$ cat config.mk
export PLATFORM = sky130hd
export DESIGN_NAME = lsd_ctrl
export DESIGN_NICKNAME = d
export VERILOG_FILES = /design/src/rtl/lsd_pkg.sv /design/src/rtl/lsd_ctrl.sv
export SDC_FILE = /design/constraint.sdc
export NUM_CORES = 1
export LEC_CHECK = 0
export BUFFER_PORTS_ARGS = -buffer_cell sky130_fd_sc_hd__buf_4
export CAP_MARGIN = 20
export CORE_MARGIN = 2
export CORE_UTILIZATION = 32
export DETAILED_ROUTE_END_ITERATION = 16
export SETUP_SLACK_MARGIN = 0.2
export SLEW_MARGIN = 15
export SYNTH_ARGS = -nofsm -noshare
export SYNTH_HDL_FRONTEND = slang
export SYNTH_SLANG_ARGS = --single-unit
$ cat constraint.sdc
create_clock -name i_clk -period 1.8 [get_ports i_clk]
set_clock_uncertainty 0.15 [all_clocks]
set_input_delay 0.45 -clock i_clk [delete_from_list [all_inputs] [get_ports i_clk]]
set_output_delay 0.45 -clock i_clk [all_outputs]
set_load 0.02 [all_outputs]
$ cat src/rtl/lsd_pkg.sv
// Shared types and constants for the byte radix sort unit.
`timescale 1ns / 1ps

package lsd_pkg;

    localparam int KEY_W   = 32;
    localparam int DIGIT_W = 8;
    localparam int RADIX   = 256;

    // Item kind carried in tuser on the slave side.
    localparam logic OP_LOAD = 1'b0;
    localparam logic OP_READ = 1'b1;

    // Result status carried in tuser on the master side.
    localparam logic STATUS_OK    = 1'b0;
    localparam logic STATUS_EMPTY = 1'b1;

    typedef enum logic [3:0] {
        ST_CLEAR,
        ST_IDLE,
        ST_LOAD,
        ST_LH_RD,
        ST_LH_WR,
        ST_PF_RD,
        ST_PF_WR,
        ST_SC_KEY,
        ST_SC_HIST,
        ST_SC_WR,
        ST_READ,
        ST_RDATA
    } t_state;

    // Controller to datapath.
    typedef struct packed {
        logic capture;     // latch a load transfer, open a new set if sorted
        logic store_key;   // write key into store A, bump key count
        logic lh_rd;       // histogram read for the load key
        logic lh_wr;       // histogram increment for the load key
        logic pf_rd;       // prefix scan read
        logic pf_wr;       // prefix scan write
        logic sc_hist_rd;  // scatter: read bucket position
        logic sc_wr;       // scatter: write key, bump bucket
        logic pass_next;   // advance to next byte pass
        logic finish;      // mark set as sorted
        logic clr_wr;      // clear one histogram entry
        logic rd_issue;    // read result store at read position
        logic out_load;    // load sorted key into output register
        logic out_err;     // load empty status into output register
    } t_cmd;

    // Datapath to controller.
    typedef struct packed {
        logic full;
        logic last;
        logic byte_end;
        logic dig_end;
        logic idx_end;
        logic clr_end;
        logic rd_ok;
    } t_sts;

endpackage

$ cat src/rtl/lsd_ctrl.sv
// Controller: sequences loads, sort passes, histogram clear and reads.
`timescale 1ns / 1ps

module lsd_ctrl (
    input  logic          i_clk,
    input  logic          i_rst_n,
    input  logic          i_s_tvalid,
    input  logic          i_s_op,
    output logic          o_s_tready,
    output logic          o_m_tvalid,
    input  logic          i_m_tready,
    output lsd_pkg::t_cmd o_cmd,
    input  lsd_pkg::t_sts i_sts
);

    lsd_pkg::t_state r_state;
    lsd_pkg::t_state n_state;
    logic            r_out_valid;
    logic            n_out_valid;
    logic            slot_free;

    assign slot_free = ~r_out_valid | i_m_tready;

    always_ff @(posedge i_clk) begin
        if (!i_rst_n) begin
            r_state     <= lsd_pkg::ST_CLEAR;
            r_out_valid <= 1'b0;
        end else begin
            r_state     <= n_state;
            r_out_valid <= n_out_valid;
        end
    end

    always_comb begin
        n_state    = r_state;
        o_cmd      = '0;
        o_s_tready = 1'b0;
        case (r_state)
            lsd_pkg::ST_CLEAR: begin
                o_cmd.clr_wr = 1'b1;
                if (i_sts.clr_end) begin
                    n_state = lsd_pkg::ST_IDLE;
                end
            end
            lsd_pkg::ST_IDLE: begin
                o_s_tready = 1'b1;
                if (i_s_tvalid) begin
                    if (i_s_op == lsd_pkg::OP_READ) begin
                        n_state = lsd_pkg::ST_READ;
                    end else begin
                        o_cmd.capture = 1'b1;
                        n_state       = lsd_pkg::ST_LOAD;
                    end
                end
            end
            lsd_pkg::ST_LOAD: begin
                // drop the key when the store is full; the mark still counts
                if (!i_sts.full) begin
                    o_cmd.store_key = 1'b1;
                    n_state         = lsd_pkg::ST_LH_RD;
                end else if (i_sts.last) begin
                    n_state = lsd_pkg::ST_PF_RD;
                end else begin
                    n_state = lsd_pkg::ST_IDLE;
                end
            end
            lsd_pkg::ST_LH_RD: begin
                o_cmd.lh_rd = 1'b1;
                n_state     = lsd_pkg::ST_LH_WR;
            end
            lsd_pkg::ST_LH_WR: begin
                o_cmd.lh_wr = 1'b1;
                if (!i_sts.byte_end) begin
                    n_state = lsd_pkg::ST_LH_RD;
                end else if (i_sts.last) begin
                    n_state = lsd_pkg::ST_PF_RD;
                end else begin
                    n_state = lsd_pkg::ST_IDLE;
                end
            end
            lsd_pkg::ST_PF_RD: begin
                o_cmd.pf_rd = 1'b1;
                n_state     = lsd_pkg::ST_PF_WR;
            end
            lsd_pkg::ST_PF_WR: begin
                o_cmd.pf_wr = 1'b1;
                n_state     = i_sts.dig_end ? lsd_pkg::ST_SC_KEY : lsd_pkg::ST_PF_RD;
            end
            lsd_pkg::ST_SC_KEY: begin
                if (i_sts.idx_end) begin
                    o_cmd.pass_next = 1'b1;
                    if (i_sts.byte_end) begin
                        o_cmd.finish = 1'b1;
                        n_state      = lsd_pkg::ST_CLEAR;
                    end else begin
                        n_state = lsd_pkg::ST_PF_RD;
                    end
                end else begin
                    n_state = lsd_pkg::ST_SC_HIST;
                end
            end
            lsd_pkg::ST_SC_HIST: begin
                o_cmd.sc_hist_rd = 1'b1;
                n_state          = lsd_pkg::ST_SC_WR;
            end
            lsd_pkg::ST_SC_WR: begin
                o_cmd.sc_wr = 1'b1;
                n_state     = lsd_pkg::ST_SC_KEY;
            end
            lsd_pkg::ST_READ: begin
                // hold until the output register can take the result
                if (slot_free) begin
                    if (i_sts.rd_ok) begin
                        o_cmd.rd_issue = 1'b1;
                        n_state        = lsd_pkg::ST_RDATA;
                    end else begin
                        o_cmd.out_err = 1'b1;
                        n_state       = lsd_pkg::ST_IDLE;
                    end
                end
            end
            lsd_pkg::ST_RDATA: begin
                o_cmd.out_load = 1'b1;
                n_state        = lsd_pkg::ST_IDLE;
            end
            default: begin
                n_state = lsd_pkg::ST_IDLE;
            end
        endcase
    end

    always_comb begin
        n_out_valid = r_out_valid & ~i_m_tready;
        if (o_cmd.out_load || o_cmd.out_err) begin
            n_out_valid = 1'b1;
        end
    end

    assign o_m_tvalid = r_out_valid;

endmodule
==> flow_metrics.tcl <==
set metrics [dict create \
    hold_path_end "o_m_tvalid" \
    die_y_um 43.7 \
    gr-usage-all-layers_pct 21.5 \
    powerDensity_mw_per_mm2 504 \
    dr.pass1.iters 5 \
    status "complete, but fails checks" \
    finalCoreUtilization_pct 73.9 \
    clockBufferDepth 2 \
    instances_no_fill 134 \
    syn_area_per_cell_um2 6.81 \
    ctsHoldBuffers 0 \
    cts_tree "yes" \
    ant_nets 0 \
    leakagePower_uw 0.000465 \
    core_mm2 0.00149 \
    fin_crit_sh_pct 110 \
    synth_edf_count 0 \
    die_x_um 43.7 \
    worst-setup-path-type "reg -> out" \
    antenna_found_initial 0 \
    synth_seq_cells 5 \
    pin_count 28 \
    synthCells 74 \
    hpwl_mm 1.29 \
    vdd_drop_max_mv 0.474 \
    die-area_mm2 0.00191 \
    grt_pass1_wl_mm 3.02 \
    clock_sinks 5 \
    hold_start "i_rst_n" \
    async_reset_ff_share_pct 0 \
    path_max_fanout 4 \
    finalSetupTns_ps -1070 \
    synth_fp_nets 86 \
    numCtsBuffers 3 \
    reg2reg_slack_ps 240 \
    r2r_cells 6 \
    drive_gt1_share_pct 65.3 \
    startpoint_type "flip-flop" \
    start_util_pct 33.9 \
    drc 0 \
    post_dp_cell_area_um2 843 \
    layout.nets 131 \
    drt_wl_total_mm 1.96 \
    holdWs_ps 306 \
    worstHoldPathCells 2 \
    grt_max_degree 13 \
    numPortBuffers 27 \
    syn_area_um2 504 \
    cap_violations 0 \
    fin_area_mm2 0.00110 \
    timing.final.crit_period_ps 1980 \
    globalRouteOverflowTotal 0 \
    ys.flop_type "dfxtp_1" \
    h-tree-depth 1 \
    arrival_ps 1380 \
    setup_viol 11 \
    worst_pin_slew_ps 271 \
    end_kind "primary output" \
    ys_types 33 \
    required_ps 1200 \
    area_delta_synth_final_pct 118 \
    top_layer "met4" \
    viasPerCell 5.49 \
    antenna_cells 0 \
    violations "setup timing" \
    nFillCells 107 \
    hp-class "in -> reg" \
    slew_headroom_pct 82.0 \
    grt_pass1_vias 664 \
    clock_latency_ps 250 \
    dr_wl_met2_mm 1.04 \
    dr.first_iter.drc_count 29 \
    path_clk_slew_ps 40 \
    seq_area_frac_synth_pct 19.9 \
    r2r_start "r_state[3]" \
    yosysWarnings 0 \
    dpl.cell_count 122 \
    rsz0062_at_grt "yes" \
    route.vias.total 735 \
    routabilityCongestion 0.833 \
    finalHoldViolations 0 \
    fp-row-count 14 \
    layout_setup_ws_ps -179 \
    drv_slew 0 \
    regToRegEndpoint "r_state[0]" \
    max_freq_ghz 0.505 \
    root_buffer "clkbuf_4" \
    wl_per_cell_um 14.6 \
    mostFrequentLayoutCells "buf_4, buf_6, nor2_4" \
    final_common_cell "buf_4" \
    wl_met1_um 793 \
    wl_met3_um 113 \
]
## how the worst max path moves through the flow
stage | slack (ps) | to | from | cells past startpoint
after floorplan | -60 | o_cmd[13] | r_state[2] | 5
after global placement | 40 | o_cmd[0] | r_state[0] | 6
after detailed placement | 30 | o_cmd[0] | r_state[0] | 6
after CTS | -170 | o_cmd[13] | r_state[1] | 4
after global routing | -220 | o_cmd[13] | r_state[3] | 4
final | -180 | o_cmd[13] | r_state[3] | 4
## critical path: stages (launching register included)
cell and delay (ps):
dfxtp_2 330, or2_4 250, or2_4 240, nor3b_4 170, buf_6 140
## sequential cells by signal, indices dropped and copies added, names as in the netlist
name and count:
o_m_tvalid 1, r_state 4
## through the flow
stage,total power [uW],worst slack (ps)
after floorplan,252,-57.6
after global placement,333,41.8
after detailed placement,334,33.8
after CTS,518,-171
after global routing,585,-225
final,555,-179
## area by class of cell
class	instances	area, um2	share of cell area [%]
inverters	3	11.3	1.02
well taps	16	20.0	1.82
clock buffers	4	26.3	2.39
repair buffers	45	414	37.6
multi-input cells	61	526	47.7
flip-flops and latches	5	104	9.43
## timing repair
item | CTS | global route
endpoints found under the setup margin | 17 | 18
pin swaps | 4 | 5
gates resized for setup | 27 | 20
setup buffers | 5 | 3
## cell usage after synthesis (2+ instances only)
master / count / share of area [%]
a21boi_0: 2 / 3.0
nand2b_1: 5 / 6.2
o21ai_0: 5 / 5.0
and2_1: 2 / 2.5
nor3_1: 7 / 6.9
dfxtp_1: 5 / 20
buf_6: 2 / 4.5
buf_2: 3 / 3.0
a21oi_1: 3 / 3.0
nor2_1: 10 / 7.4
inv_1: 3 / 2.2
nand2_1: 6 / 4.5
## per-layer routing
layer | vias to the layer above | track usage, %
li1 | 352 | -
met1 | 354 | 27.0
met2 | 27 | 35.9
met3 | 2 | 7.50
met4 | 0 | 3.64
met5 | - | 0
## kinds of logic after synthesis
family | count (synthesis) | synth area share, %
AOI/OAI and AO/OA | 21 | 28.0
and+or+nand+nor | 40 | 42.4
DFF | 5 | 19.9
buffers and inverters | 8 | 9.68
## report_power, final
group,internal [uW],switching (uW),total [uW],leakage (uW)
combinational,156,144,300,0.000408
sequential,119,4.10,123,0.0000419
clock,83.9,48.0,132,0.0000150
Power figures use the tool's default switching activity.
